<file path="src/rtl/core/udr_pkg.sv">
`default_nettype none

package udr_pkg;

   // Sequencer states of the integration step.
   typedef enum logic [3:0] {
      S_IDLE,
      S_MUL_ACC,
      S_MUL_YAW,
      S_HEAD,
      S_CORDIC,
      S_MUL_C,
      S_MUL_S,
      S_POS_Y,
      S_OUT
   } state_type;

   // Configuration register indexes.
   typedef enum logic [2:0] {
      REG_STEP_TIME     = 3'd0,
      REG_START_X       = 3'd1,
      REG_START_Y       = 3'd2,
      REG_START_SPEED   = 3'd3,
      REG_START_HEADING = 3'd4
   } reg_index_type;

   // Heading quadrants taken from the two top angle bits.
   localparam logic [1:0] QUAD_0 = 2'd0;
   localparam logic [1:0] QUAD_1 = 2'd1;
   localparam logic [1:0] QUAD_2 = 2'd2;
   localparam logic [1:0] QUAD_3 = 2'd3;

   localparam int MAX_ITERS    = 24;
   localparam int ITER_IDX_W   = 5;
   localparam int CORDIC_W     = 20;
   localparam int ANGLE_W      = 32;
   localparam int MUL_A_W      = 33;
   localparam int MUL_P_W      = MUL_A_W + CORDIC_W;

   localparam logic [15:0] STEP_TIME_RESET = 16'd655;
   localparam logic signed [CORDIC_W-1:0] CORDIC_START = 20'sd39797;

   // Arctangent of 2^-i in units of 2^32 per turn.
   function automatic logic signed [ANGLE_W-1:0] atan_turn(input logic [ITER_IDX_W-1:0] idx);
      logic signed [ANGLE_W-1:0] val;
      case (idx)
         5'd0:  val = 32'sd536870912;
         5'd1:  val = 32'sd316933406;
         5'd2:  val = 32'sd167458907;
         5'd3:  val = 32'sd85004756;
         5'd4:  val = 32'sd42667331;
         5'd5:  val = 32'sd21354465;
         5'd6:  val = 32'sd10679838;
         5'd7:  val = 32'sd5340245;
         5'd8:  val = 32'sd2670163;
         5'd9:  val = 32'sd1335087;
         5'd10: val = 32'sd667544;
         5'd11: val = 32'sd333772;
         5'd12: val = 32'sd166886;
         5'd13: val = 32'sd83443;
         5'd14: val = 32'sd41722;
         5'd15: val = 32'sd20861;
         5'd16: val = 32'sd10430;
         5'd17: val = 32'sd5215;
         5'd18: val = 32'sd2608;
         5'd19: val = 32'sd1304;
         5'd20: val = 32'sd652;
         5'd21: val = 32'sd326;
         5'd22: val = 32'sd163;
         5'd23: val = 32'sd81;
         default: val = '0;
      endcase
      return val;
   endfunction

endpackage

`default_nettype wire

</file>
<file path="src/rtl/core/unicycle_dead_reckoning_step_core.sv">
// A request runs through the multiplies of the shared multiplier, the heading update, the
// CORDIC loop of one rotation per cycle and the position updates; the result of a request
// marked last is then written to an output register, where it waits until it is taken.
// A new request is accepted only in the idle state, once the previous one is through.
// A last request that finds the output register still full waits until the result is taken.
// Reset (synchronous): state, position and start values clear to zero, step_time is 655.
`default_nettype none

module unicycle_dead_reckoning_step_core #(
   parameter int SINCOS_ITERATIONS = 16
) (
   input  wire logic        clock,
   input  wire logic        reset,
   // Request channel.
   input  wire logic        req_tvalid,
   output logic             req_tready,
   input  wire logic [31:0] req_tdata,   // [15:0] acceleration, [31:16] turn rate
   input  wire logic        req_tuser,   // [0] restart
   input  wire logic        req_tlast,   // last_substep
   // Result channel.
   output logic             rsp_tvalid,
   input  wire logic        rsp_tready,
   output logic [95:0]      rsp_tdata,   // [31:0] x_position, [63:32] y_position,
                                         // [79:64] speed, [95:80] heading
   // Register write port.
   input  wire logic        csr_we,
   input  wire logic [2:0]  csr_index,
   input  wire logic [31:0] csr_wdata
);

   localparam int ITERS = (SINCOS_ITERATIONS > udr_pkg::MAX_ITERS) ?
                          udr_pkg::MAX_ITERS : SINCOS_ITERATIONS;
   localparam int IW = udr_pkg::ITER_IDX_W;
   localparam int CW = udr_pkg::CORDIC_W;
   localparam int AW = udr_pkg::ANGLE_W;
   localparam int MA = udr_pkg::MUL_A_W;
   localparam int MP = udr_pkg::MUL_P_W;

   // Configuration registers.
   logic [15:0] step_time_ff;
   logic [31:0] start_x_ff;
   logic [31:0] start_y_ff;
   logic [15:0] start_speed_ff;
   logic [15:0] start_heading_ff;

   udr_pkg::state_type state_ff, state_in;
   logic [IW-1:0]      iter_ff, iter_in;
   logic signed [15:0] acc_ff, acc_in;
   logic signed [15:0] yaw_ff, yaw_in;
   logic               last_ff, last_in;

   logic signed [31:0] pos_x_ff, pos_x_in;
   logic signed [31:0] pos_y_ff, pos_y_in;
   logic [15:0]        speed_ff, speed_in;
   logic [15:0]        heading_ff, heading_in;

   logic signed [CW-1:0] cx_ff, cx_in;
   logic signed [CW-1:0] cy_ff, cy_in;
   logic signed [AW-1:0] cz_ff, cz_in;
   logic signed [MP-1:0] prod_ff, prod_in;
   logic [31:0]          dist_ff, dist_in;

   // Output register, so that a waiting result does not hold off the next request.
   logic                 rsp_valid_ff, rsp_valid_in;
   logic [95:0]          rsp_data_ff, rsp_data_in;

   // Shared multiplier and datapath helpers.
   logic signed [MA-1:0] mul_a;
   logic signed [CW-1:0] mul_b;
   logic signed [MP-1:0] mul_p;
   logic signed [MP-1:0] rnd16_sum;
   logic signed [16:0]   rnd16;
   logic signed [17:0]   sp_sum;
   logic [15:0]          sp_sat;
   logic signed [MP-1:0] rnd24_sum;
   logic signed [28:0]   pos_step;
   logic signed [31:0]   pos_base;
   logic signed [33:0]   pos_sum;
   logic signed [31:0]   pos_sat;
   logic signed [CW-1:0] cos_val;
   logic signed [CW-1:0] sin_val;
   logic signed [CW-1:0] dx;
   logic signed [CW-1:0] dy;
   logic signed [AW-1:0] atan_val;
   logic                 iter_last;

   always_ff @(posedge clock) begin
      if (reset) begin
         step_time_ff     <= udr_pkg::STEP_TIME_RESET;
         start_x_ff       <= '0;
         start_y_ff       <= '0;
         start_speed_ff   <= '0;
         start_heading_ff <= '0;
      end else if (csr_we) begin
         case (udr_pkg::reg_index_type'(csr_index))
            udr_pkg::REG_STEP_TIME:     step_time_ff     <= csr_wdata[15:0];
            udr_pkg::REG_START_X:       start_x_ff       <= csr_wdata;
            udr_pkg::REG_START_Y:       start_y_ff       <= csr_wdata;
            udr_pkg::REG_START_SPEED:   start_speed_ff   <= csr_wdata[15:0];
            udr_pkg::REG_START_HEADING: start_heading_ff <= csr_wdata[15:0];
            default: ;
         endcase
      end
   end

   assign mul_p = mul_a * mul_b;

   // Round half up and drop 16 bits: speed and heading increments.
   assign rnd16_sum = prod_ff + MP'(32768);
   assign rnd16     = rnd16_sum[32:16];
   assign sp_sum    = $signed({2'b00, speed_ff}) + 18'(rnd16);

   always_comb begin
      if (sp_sum[17]) begin
         sp_sat = '0;
      end else if (sp_sum[16]) begin
         sp_sat = 16'hFFFF;
      end else begin
         sp_sat = sp_sum[15:0];
      end
   end

   // Round half up and drop 24 bits, then a saturating add to the position.
   assign rnd24_sum = prod_ff + MP'(8388608);
   assign pos_step  = rnd24_sum[52:24];
   assign pos_base  = (state_ff == udr_pkg::S_MUL_S) ? pos_x_ff : pos_y_ff;
   assign pos_sum   = 34'(pos_base) + 34'(pos_step);

   always_comb begin
      if (pos_sum[33] && !(pos_sum[32] && pos_sum[31])) begin
         pos_sat = 32'sh8000_0000;
      end else if (!pos_sum[33] && (pos_sum[32] || pos_sum[31])) begin
         pos_sat = 32'sh7FFF_FFFF;
      end else begin
         pos_sat = pos_sum[31:0];
      end
   end

   // The CORDIC result covers one quadrant; the top heading bits rotate it.
   always_comb begin
      case (heading_ff[15:14])
         udr_pkg::QUAD_0: begin cos_val = cx_ff;  sin_val = cy_ff;  end
         udr_pkg::QUAD_1: begin cos_val = -cy_ff; sin_val = cx_ff;  end
         udr_pkg::QUAD_2: begin cos_val = -cx_ff; sin_val = -cy_ff; end
         default:         begin cos_val = cy_ff;  sin_val = -cx_ff; end
      endcase
   end

   assign dx        = cy_ff >>> iter_ff;
   assign dy        = cx_ff >>> iter_ff;
   assign atan_val  = udr_pkg::atan_turn(iter_ff);
   assign iter_last = (iter_ff == IW'(ITERS - 1));

   always_comb begin
      state_in     = state_ff;
      iter_in      = iter_ff;
      acc_in       = acc_ff;
      yaw_in       = yaw_ff;
      last_in      = last_ff;
      pos_x_in     = pos_x_ff;
      pos_y_in     = pos_y_ff;
      speed_in     = speed_ff;
      heading_in   = heading_ff;
      cx_in        = cx_ff;
      cy_in        = cy_ff;
      cz_in        = cz_ff;
      prod_in      = prod_ff;
      dist_in      = dist_ff;
      rsp_valid_in = rsp_valid_ff && !rsp_tready;
      rsp_data_in  = rsp_data_ff;
      mul_a        = '0;
      mul_b        = '0;

      case (state_ff)
         udr_pkg::S_IDLE: begin
            if (req_tvalid) begin
               acc_in  = req_tdata[15:0];
               yaw_in  = req_tdata[31:16];
               last_in = req_tlast;
               if (req_tuser) begin
                  pos_x_in   = start_x_ff;
                  pos_y_in   = start_y_ff;
                  speed_in   = start_speed_ff;
                  heading_in = start_heading_ff;
               end
               state_in = udr_pkg::S_MUL_ACC;
            end
         end
         udr_pkg::S_MUL_ACC: begin
            mul_a    = MA'(acc_ff);
            mul_b    = $signed({{(CW-16){1'b0}}, step_time_ff});
            prod_in  = mul_p;
            state_in = udr_pkg::S_MUL_YAW;
         end
         udr_pkg::S_MUL_YAW: begin
            speed_in = sp_sat;
            mul_a    = MA'(yaw_ff);
            mul_b    = $signed({{(CW-16){1'b0}}, step_time_ff});
            prod_in  = mul_p;
            state_in = udr_pkg::S_HEAD;
         end
         udr_pkg::S_HEAD: begin
            heading_in = heading_ff + rnd16_sum[31:16];
            cx_in      = udr_pkg::CORDIC_START;
            cy_in      = '0;
            cz_in      = $signed({2'b00, heading_in[13:0], 16'h0000});
            iter_in    = '0;
            mul_a      = $signed({{(MA-16){1'b0}}, speed_ff});
            mul_b      = $signed({{(CW-16){1'b0}}, step_time_ff});
            dist_in    = mul_p[31:0];
            state_in   = udr_pkg::S_CORDIC;
         end
         udr_pkg::S_CORDIC: begin
            if (!cz_ff[AW-1]) begin
               cx_in = cx_ff - dx;
               cy_in = cy_ff + dy;
               cz_in = cz_ff - atan_val;
            end else begin
               cx_in = cx_ff + dx;
               cy_in = cy_ff - dy;
               cz_in = cz_ff + atan_val;
            end
            iter_in = iter_ff + 1'b1;
            if (iter_last) begin
               state_in = udr_pkg::S_MUL_C;
            end
         end
         udr_pkg::S_MUL_C: begin
            mul_a    = $signed({1'b0, dist_ff});
            mul_b    = cos_val;
            prod_in  = mul_p;
            state_in = udr_pkg::S_MUL_S;
         end
         udr_pkg::S_MUL_S: begin
            pos_x_in = pos_sat;
            mul_a    = $signed({1'b0, dist_ff});
            mul_b    = sin_val;
            prod_in  = mul_p;
            state_in = udr_pkg::S_POS_Y;
         end
         udr_pkg::S_POS_Y: begin
            pos_y_in = pos_sat;
            state_in = last_ff ? udr_pkg::S_OUT : udr_pkg::S_IDLE;
         end
         udr_pkg::S_OUT: begin
            if (!rsp_valid_ff || rsp_tready) begin
               rsp_valid_in = 1'b1;
               rsp_data_in  = {heading_ff, speed_ff, pos_y_ff, pos_x_ff};
               state_in     = udr_pkg::S_IDLE;
            end
         end
         default: begin
            state_in = udr_pkg::S_IDLE;
         end
      endcase
   end

   always_ff @(posedge clock) begin
      if (reset) begin
         state_ff     <= udr_pkg::S_IDLE;
         iter_ff      <= '0;
         pos_x_ff     <= '0;
         pos_y_ff     <= '0;
         speed_ff     <= '0;
         heading_ff   <= '0;
         rsp_valid_ff <= 1'b0;
      end else begin
         state_ff     <= state_in;
         iter_ff      <= iter_in;
         pos_x_ff     <= pos_x_in;
         pos_y_ff     <= pos_y_in;
         speed_ff     <= speed_in;
         heading_ff   <= heading_in;
         rsp_valid_ff <= rsp_valid_in;
      end
   end

   always_ff @(posedge clock) begin
      acc_ff      <= acc_in;
      yaw_ff      <= yaw_in;
      last_ff     <= last_in;
      cx_ff       <= cx_in;
      cy_ff       <= cy_in;
      cz_ff       <= cz_in;
      prod_ff     <= prod_in;
      dist_ff     <= dist_in;
      rsp_data_ff <= rsp_data_in;
   end

   assign req_tready = (state_ff == udr_pkg::S_IDLE);
   assign rsp_tvalid = rsp_valid_ff;
   assign rsp_tdata  = rsp_data_ff;

`ifndef SYNTHESIS
   a_rsp_hold: assert property (@(posedge clock) disable iff (reset)
      (rsp_tvalid && !rsp_tready) |=> (rsp_tvalid && $stable(rsp_tdata)))
      else $error("pending result dropped or changed");

   a_accept_starts: assert property (@(posedge clock) disable iff (reset)
      (req_tvalid && req_tready) |=> (state_ff == udr_pkg::S_MUL_ACC))
      else $error("accepted request did not start the sequence");

   a_iter_bound: assert property (@(posedge clock) disable iff (reset)
      (state_ff == udr_pkg::S_CORDIC) |-> (iter_ff <= IW'(ITERS - 1)))
      else $error("CORDIC iteration count out of range");

   a_result_from_last_only: assert property (@(posedge clock) disable iff (reset)
      (state_ff != udr_pkg::S_OUT && !rsp_tvalid) |=> !rsp_tvalid)
      else $error("result raised for a non-final sub-step");

   a_speed_held: assert property (@(posedge clock) disable iff (reset)
      (state_ff == udr_pkg::S_CORDIC) |=> $stable(speed_ff))
      else $error("speed changed during rotation");
`endif

endmodule

`default_nettype wire
</file>
<file path="config.mk">
export PLATFORM = sky130hd
export DESIGN_NAME = unicycle_dead_reckoning_step_core
export DESIGN_NICKNAME = d
export VERILOG_FILES = /design/src/rtl/core/udr_pkg.sv /design/src/rtl/core/unicycle_dead_reckoning_step_core.sv
export SDC_FILE = /design/constraint.sdc
export NUM_CORES = 2
export LEC_CHECK = 0
export BUFFER_PORTS_ARGS = -buffer_cell sky130_fd_sc_hd__buf_2
export CAP_MARGIN = 20
export CORE_ASPECT_RATIO = 1.5
export CORE_MARGIN = 5
export CORE_UTILIZATION = 55
export DETAILED_ROUTE_END_ITERATION = 8
export MAX_ROUTING_LAYER = met4
export PLACE_DENSITY = 0.74
export SYNTH_ARGS = -nofsm -noshare
export SYNTH_HDL_FRONTEND = slang
export SYNTH_SLANG_ARGS = --single-unit
export TNS_END_PERCENT = 20
</file>
<file path="constraint.sdc">
create_clock -name clock -period 10.1 [get_ports clock]
set_input_delay 2.02 -clock clock [delete_from_list [all_inputs] [get_ports clock]]
set_output_delay 2.02 -clock clock [all_outputs]
set_load 0.05 [all_outputs]
</file>
# --- Word level (Yosys, flattened, before mapping) ---
# Memories as Yosys holds them, arrays and structs flattened. A register that Yosys moved wholly into a read port is not among the register bits.
# Index checks and enable logic that the tools add are counted.
# Widths: inputs -> output; s select.
word_totals:
  ff_bits: 504
  mem_bits_ro: 960
  output_inout_bits: 98
  wordCells: 128
  mem_count: 1
op_classes:
  n_addsub: 14
  n_mul: 1
  n_eq_ne: 19
  shift: 2
  muxes: 37
  reduce_logical: 33
memory_table:
  columns: ["memory", "depth", "width", "rd", "rd_ports_with_merged_regs", "wr", "line", "rtl"]
  rows:
  - ["(name not given)", 32, 30, 1, 1, 0, "udr_pkg.sv:46", "case (idx)"]
ops:
  columns: ["op", "n"]
  rows:
  - ["$mux 32", 8]
  - ["$pmux 32 s2", 3]
  - ["$pmux 20 s3", 3]
  - ["$pmux 33 s4", 1]
  - ["$mux 16", 6]
  - ["$pmux 20 s2", 2]
  - ["$pmux 16 s2", 2]
  - ["$add 53x25->53 const B", 1]
  - ["$mul 33x20->53", 1]
  - ["$add 20x20->20", 2]
  - ["$mux 20", 2]
  - ["$neg 20->20", 2]
  - ["$sshr 20x5->20", 2]
  - ["$sub 20x20->20", 2]
  - ["$pmux 4 s9", 1]
  - ["$add 32x29->33", 1]
  - ["$add 33x17->33 const B", 1]
  - ["$add 32x32->32", 1]
  - ["$sub 32x32->32", 1]
  - ["$add 17x17->18", 1]
  - ["$add 16x16->16", 1]
  - ["$eq 4x3->1 const B", 4]
  - ["$mux 4", 4]
  - ["$reduce_and 3->1", 5]
  - ["26 further kinds", 49]

# --- Longest topological paths before layout ---
depth:
  ltp_word: 8
  ltp_mapped: 37
  mapped_depth_nobuf: 35

# --- Worst setup path before layout ---
# Ideal clock, no wire load.
synth_path:
  path_type: "flip-flop to flip-flop"
  from: "register cy_ff[1]"
  to: "register prod_ff[52] (data pin)"
  arrival_time_ns: 8.591
  t_required_ns: 9.840
  setup_slack_ns: 1.249
  path_stages_with_launch: 33
  path_buffers: 2
  period_less_slack_ns: 8.851
  cell_sequence: "edfxtp_1 -> inv_1 -> ha_1 -> nor3b_1 -> nand4_1 -> or3_1 -> nor4b_1 -> nand2b_1 -> xor2_1 -> o22ai_1 -> o21ai_1 -> clkbuf_1 -> nor2_1 -> fa_1 -> fa_1 -> fa_1 -> fa_1 -> fa_1 -> fa_1 -> inv_1 -> fa_1 -> inv_1 -> ha_1 -> clkbuf_1 -> o21a_1 -> o21ai_0 -> a21boi_0 -> o221a_2 -> nor2_1 -> o21ai_0 -> or4_1 -> a31oi_1 -> xnor2_1"
synth_via:
  elab_chain_cells: 4
synth_rtl:
  columns: ["element", "line", "rtl"]
  rows:
  - ["from (decl)", "unicycle_dead_reckoning_step_core.sv:58", "logic signed [CW-1:0] cy_ff, cy_in;"]
  - ["from (signal assigned)", "unicycle_dead_reckoning_step_core.sv:283", "cy_ff <= cy_in;"]
  - ["$neg 20->20", "unicycle_dead_reckoning_step_core.sv:143, unicycle_dead_reckoning_step_core.sv:144", null]
  - ["$pmux 20 s3", "unicycle_dead_reckoning_step_core.sv:141", "case (heading_ff[15:14])"]
  - ["$pmux 20 s3 (*)", "unicycle_dead_reckoning_step_core.sv:174", "case (state_ff)"]
  - ["$mul 33x20->53 (*)", "unicycle_dead_reckoning_step_core.sv:106", "assign mul_p = mul_a * mul_b;"]
  - ["net mul_p[52]", "unicycle_dead_reckoning_step_core.sv:70", "logic signed [MP-1:0] mul_p;"]
  - ["to (signal assigned)", "unicycle_dead_reckoning_step_core.sv:285", "prod_ff <= prod_in;"]
  - ["to (decl)", "unicycle_dead_reckoning_step_core.sv:60", "logic signed [MP-1:0] prod_ff, prod_in;"]
# Mark *: on every way through the listed nets, which the timed path passes. The rest lies on a longest branch.
# A chain may end at the register's enable or synchronous reset.

# --- Worst setup path after layout ---
layout_path:
  from: "register cx_ff[1]"
  to: "register prod_ff[52] (data pin)"
layout_via:
  elab_chain_cells: 4
layout_rtl:
  columns: ["element", "line", "rtl"]
  rows:
  - ["from (decl)", "unicycle_dead_reckoning_step_core.sv:57", "logic signed [CW-1:0] cx_ff, cx_in;"]
  - ["from (signal assigned)", "unicycle_dead_reckoning_step_core.sv:282", "cx_ff <= cx_in;"]
  - ["$neg 20->20", "unicycle_dead_reckoning_step_core.sv:144, unicycle_dead_reckoning_step_core.sv:145", null]
  - ["$pmux 20 s3", "unicycle_dead_reckoning_step_core.sv:141", null]
  - ["$pmux 20 s3 (*)", "unicycle_dead_reckoning_step_core.sv:174", null]
  - ["$mul 33x20->53 (*)", "unicycle_dead_reckoning_step_core.sv:106", null]
  - ["net mul_p[52]", "unicycle_dead_reckoning_step_core.sv:70", null]
# Marked as above.

==> results by stage <==
Setup path:
- STA classifies the critical path endpoint as a flop.
- The required arrival time at the worst endpoint is 10.44 ns.
- The category of the worst setup path launch point is a flop.
- Counting both buffers and inverters, the worst setup path holds a total of 3.
- On the worst path, the slowest cell contributes a delay of 0.55 ns.
- At the worst endpoint, the arrival time is 9.86 ns.
- On the critical path the largest part of the delay comes from adder cells.
- Among all stages on the critical path, the largest delay is contributed by sky130_fd_sc_hd__fa_1.
- The critical path start-end classification is flop to flop.
- The cell repeated most along the worst path is sky130_fd_sc_hd__fa_1.
- The peak fanout along the critical path is 30.

Clocking:
- The number of setup buffers added after CTS is 0.
- Clock-pin slew was measured on the worst setup and hold paths at 0.07 ns.
- The number of clock sinks is 519.
- The clock root buffer is sky130_fd_sc_hd__clkbuf_16.
- TritonCTS built the clock tree.
- The clock reaches the later pin of the worst-skew pair after 0.68 ns.
- The H-tree was split into 2 levels.
- The clock buffer count from CTS is 54.
- The longest clock path from root to sink contains 3 buffers.

Yosys:
- The number of enable-type register cells in the synthesized netlist is 271.
- The number of register bits inferred by synthesis is 519.
- The cell area after synthesis is 0.0544 mm².
- The proportion of register bits with asynchronous set or reset after synthesis is 0%.
- The gate count of the mapped netlist is 6147.
- Sorting the synthesized cells by area gives the leading types as sky130_fd_sc_hd__fa_1 24%, sky130_fd_sc_hd__edfxtp_1 15%, sky130_fd_sc_hd__dfxtp_1 9.1%, sky130_fd_sc_hd__ha_1 6.5%, sky130_fd_sc_hd__nand2_1 6.4%.
- The average instance in the mapped netlist occupies 8.85 µm².
- Counting distinct cell types in the post-synthesis netlist gives 93.
- The share of the synthesized area in the top cell type is 24.3%.
- During synthesis, Yosys emitted a total of 0 warnings.
- Sequential cells were found to cover 24.1% of the synthesized design area.
- The biggest area contributor in the post-synthesis netlist is sky130_fd_sc_hd__fa_1.
- The leading register cell type out of synthesis is sky130_fd_sc_hd__edfxtp_1.

Detailed routing:
- The aggregate routed wire length is 184000 µm.
- For this run, the detailed router's first-pass iteration total came to 5.
- The count of vias placed by the detailed router is 45940.
- After detailed routing, the number of remaining DRC violations is 0.
- The detailed-route vias per instance is 6.09.
- Dividing the detail-routed wire length by the instance count gives 24.4 µm.
- The iteration-0 DRC count of the detailed router is 3837.
- The detail route stage leaves a number of antenna-violating nets equal to 0.

Cells and area:
- At the end of the flow the core is filled with cells to 59.8%.
- The multi-input gate area in the final layout is 0.0372 mm².
- At the end of the flow, the number of nets in the layout was 7221.
- Across the whole layout, storage elements account for 0.0131 mm².
- From synthesis to final layout, the design area changed by 8.29%.
- Cells with a size suffix above 1 make up 8.64% of the layout.
- The number of inserted filler cells in the final layout is 8704.

Global route:
- The global-route wire length before repair is 279000 µm.
- The via count of the first global-routing pass is 47149.
- The aggregate global-route resource usage is 35.4%.
- After global routing the overflow that remains totals 0.
- Entering global routing, the biggest net connects 91 pins.
- The number of antenna violations at the first check in global routing is 2.

Place:
- The number of input and output port buffers inserted is 171.
- Routability-driven placement finished with a final weighted congestion of 1.02.
- The worst slack at placement is 0.545 ns.
- Summed over all nets, the half-perimeter wirelength after detailed placement is 143000 µm.

Timing:
- Setup repair after global routing left no endpoint under its margin.
- The hold violation total from the final report is 0.
- The final clock skew is 0.0738 ns.
- The final count of pins violating max slew is 0.
- Setup violations remaining at the end of the flow were counted as 0.
- Setup slack on the critical path of the routed design comes to 0.571 ns.
- The aggregate negative setup slack is 0 ns.
- The transition time at the pin with the least slew margin is 1.16 ns.
- The shortest period the worst path allows is 9.53 ns.
- Across all hold checks on the routed design, the worst slack comes to 0.451 ns.
- In this run the tightest slew margin relative to its limit is 22.9%.
- Based on the critical path, the design can be clocked at up to 0.105 GHz.
- Dividing the final minimum period by the clock period gives 94.3%.

Pwr:
- Per report_power, the sequential group accounts for 28.0% of the total.
- The proportion of power drawn by the clock network is 22.6%.
- Summed over all nets, the switching power comes to 0.00411 W.
- The internal power component is 0.00532 W.
- Combinational cells account for 49.4% of the total power.
- The total power per unit cell area is 160 mW/mm².
- The leakage power is 26.4 nW.
- The largest vdd supply drop is 0.128 mV.
- In this run switching power makes up 43.6% of total power.

Floorplan:
- The core region is 0.0984 mm².
- Once the floorplan was initialized, standard cells occupied 55.3% of the core.
- The placement row count is 141.
- The die extent in y is 395 µm.
- From left edge to right edge, the die measures 267 µm.
- The floorplan step defined a die boundary enclosing 0.105 mm².
- The boundary pin count is 172.

Flow run:
- The number of violations of the max-capacitance limit is 0.

Outcome:
- The flow ran to the end, and the final reports show no timing, DRC or antenna violations.

Worst hold path:
- The classification of the worst-slack hold path is flop to flop.
[cells in the mapped netlist, types with 136 or more instances]
cell type,n
sky130_fd_sc_hd__nor2_1,589
sky130_fd_sc_hd__nand2_1,925
sky130_fd_sc_hd__dfxtp_1,248
sky130_fd_sc_hd__ha_1,281
sky130_fd_sc_hd__edfxtp_1,271
sky130_fd_sc_hd__a21oi_1,381
sky130_fd_sc_hd__fa_1,660
sky130_fd_sc_hd__xor2_1,136
sky130_fd_sc_hd__xnor2_1,181
sky130_fd_sc_hd__o21ai_0,213
sky130_fd_sc_hd__clkbuf_1,282
sky130_fd_sc_hd__inv_1,798
[layer usage]
metal | track usage (%) | part of all wire [%] | wire length (µm) | up-vias
met5 | - | 0 | 0 | -
met1 | 38.9 | 35 | 64300 | 22732
li1 | - | - | - | 20418
met4 | 24.6 | 9.2 | 16900 | 0
met2 | 59.9 | 50 | 91600 | 2092
met3 | 3.81 | 6.1 | 11300 | 698
[sequential cells by signal, indices dropped and copies added (netlist names), 20 cells and up]
| register | flops |
|---|---|
| rsp_tdata | 96 |
| prod_ff | 38 |
| cz_ff | 32 |
| dist_ff | 32 |
| pos_x_ff | 32 |
| pos_y_ff | 32 |
| start_x_ff | 32 |
| start_y_ff | 32 |
| atan_val | 30 |
| cx_ff | 20 |
| cy_ff | 20 |
[through the flow]
step           std cells  total power [W]  instance area [µm²]
2_1_floorplan       6150          0.00563                54400
3_3_place_gp        7436          0.00719                57000
3_5_place_dp        7437          0.00727                57000
4_1_cts             7539          0.00938                58900
5_1_grt             7540          0.00996                58900
6_report            7541          0.00943                58900
[final timing paths]
check / slack [ns] / cells after the start / start / end
worst max-delay path: 0.57 / 31 / cx_ff[1]$_SDFFCE_PN0N_ / prod_ff[52]$_DFFE_PN_
worst min-delay path: 0.45 / 2 / start_x_ff[10]$_SDFFE_PP0P_ / start_x_ff[10]$_SDFFE_PP0P_
worst max register to register: 0.57 / 31 / cx_ff[1]$_SDFFCE_PN0N_ / prod_ff[52]$_DFFE_PN_
worst min register to register: 0.45 / 2 / start_x_ff[10]$_SDFFE_PP0P_ / start_x_ff[10]$_SDFFE_PP0P_
[cell type report]
class	count	share of cell area, %
diodes	2	0.00850
clock buffers	77	2.60
clock inverters	25	0.559
inverters	802	5.11
multi-input cells	4514	63.2
flip-flops and latches	519	22.3
well taps	1287	2.73
repair buffers	315	3.55
[power groups by stage]
stage / sequential (W) / combinational (W) / clock (W)
finish: 0.00264 / 0.00466 / 0.00213
global route: 0.00265 / 0.00508 / 0.00223
CTS: 0.00263 / 0.00461 / 0.00214
detailed placement: 0.00268 / 0.00459 / 0
global placement: 0.00267 / 0.00452 / 0
floorplan: 0.00260 / 0.00304 / 0
[layout by cell type, fill, tap and decap left out, drive strengths merged, types with 27 or more instances in the layout]
master / synthesis / layout
ha: 281 / 281
xnor2: 182 / 182
dfxtp: 248 / 248
fa: 660 / 660
nor3: 68 / 68
mux2: 32 / 32
nand3: 95 / 95
a21o: 84 / 84
nand2: 925 / 925
a21oi: 382 / 382
and2: 27 / 27
o211ai: 37 / 37
a22o: 32 / 32
or3: 31 / 31
a211oi: 43 / 43
edfxtp: 271 / 271
a31oi: 83 / 83
nand2b: 102 / 102
inv: 799 / 807
clkbuf: 282 / 77
buf: 33 / 315
xor2: 136 / 136
mux4: 43 / 43
nor2: 589 / 589
and3: 56 / 56
o21a: 32 / 32
o21ai: 217 / 217
[worst register-to-register path: cells and delay by family, from the launching register on]
family                   cells  cell delay, ns
AO/OA/AOI/OAI                9            1.84
AND/OR/NAND/NOR              8            2.04
XOR/XNOR                     2            0.23
adder cells (fa/ha/maj)      9            3.96
buffers and inverters        3            0.61
flip-flops                   1            0.53
[cell families (layout without fill, tap and decap cells)]
| kind of cell | count (synthesis) | in the layout | share of synthesized area [%] |
|---|---|---|---|
| XOR/XNOR | 318 | 318 | 5.13 |
| adder cells (fa/ha/maj) | 941 | 941 | 30.8 |
| buffers and inverters | 1117 | 1219 | 7.79 |
| flip-flops | 519 | 519 | 24.1 |
| multiplexers | 96 | 96 | 2.88 |
| AO/OA/AOI/OAI | 1140 | 1140 | 13.3 |
| AND/OR/NAND/NOR | 2014 | 2014 | 16.1 |
| other | 2 | 7 | 0.0138 |
[what timing repair did]
item | CTS | global route
endpoints found under the setup margin | 0 | 2
hold buffers | 0 | 0
gates resized for setup | 0 | 1
Note: power is estimated with default switching activity, not from simulation.
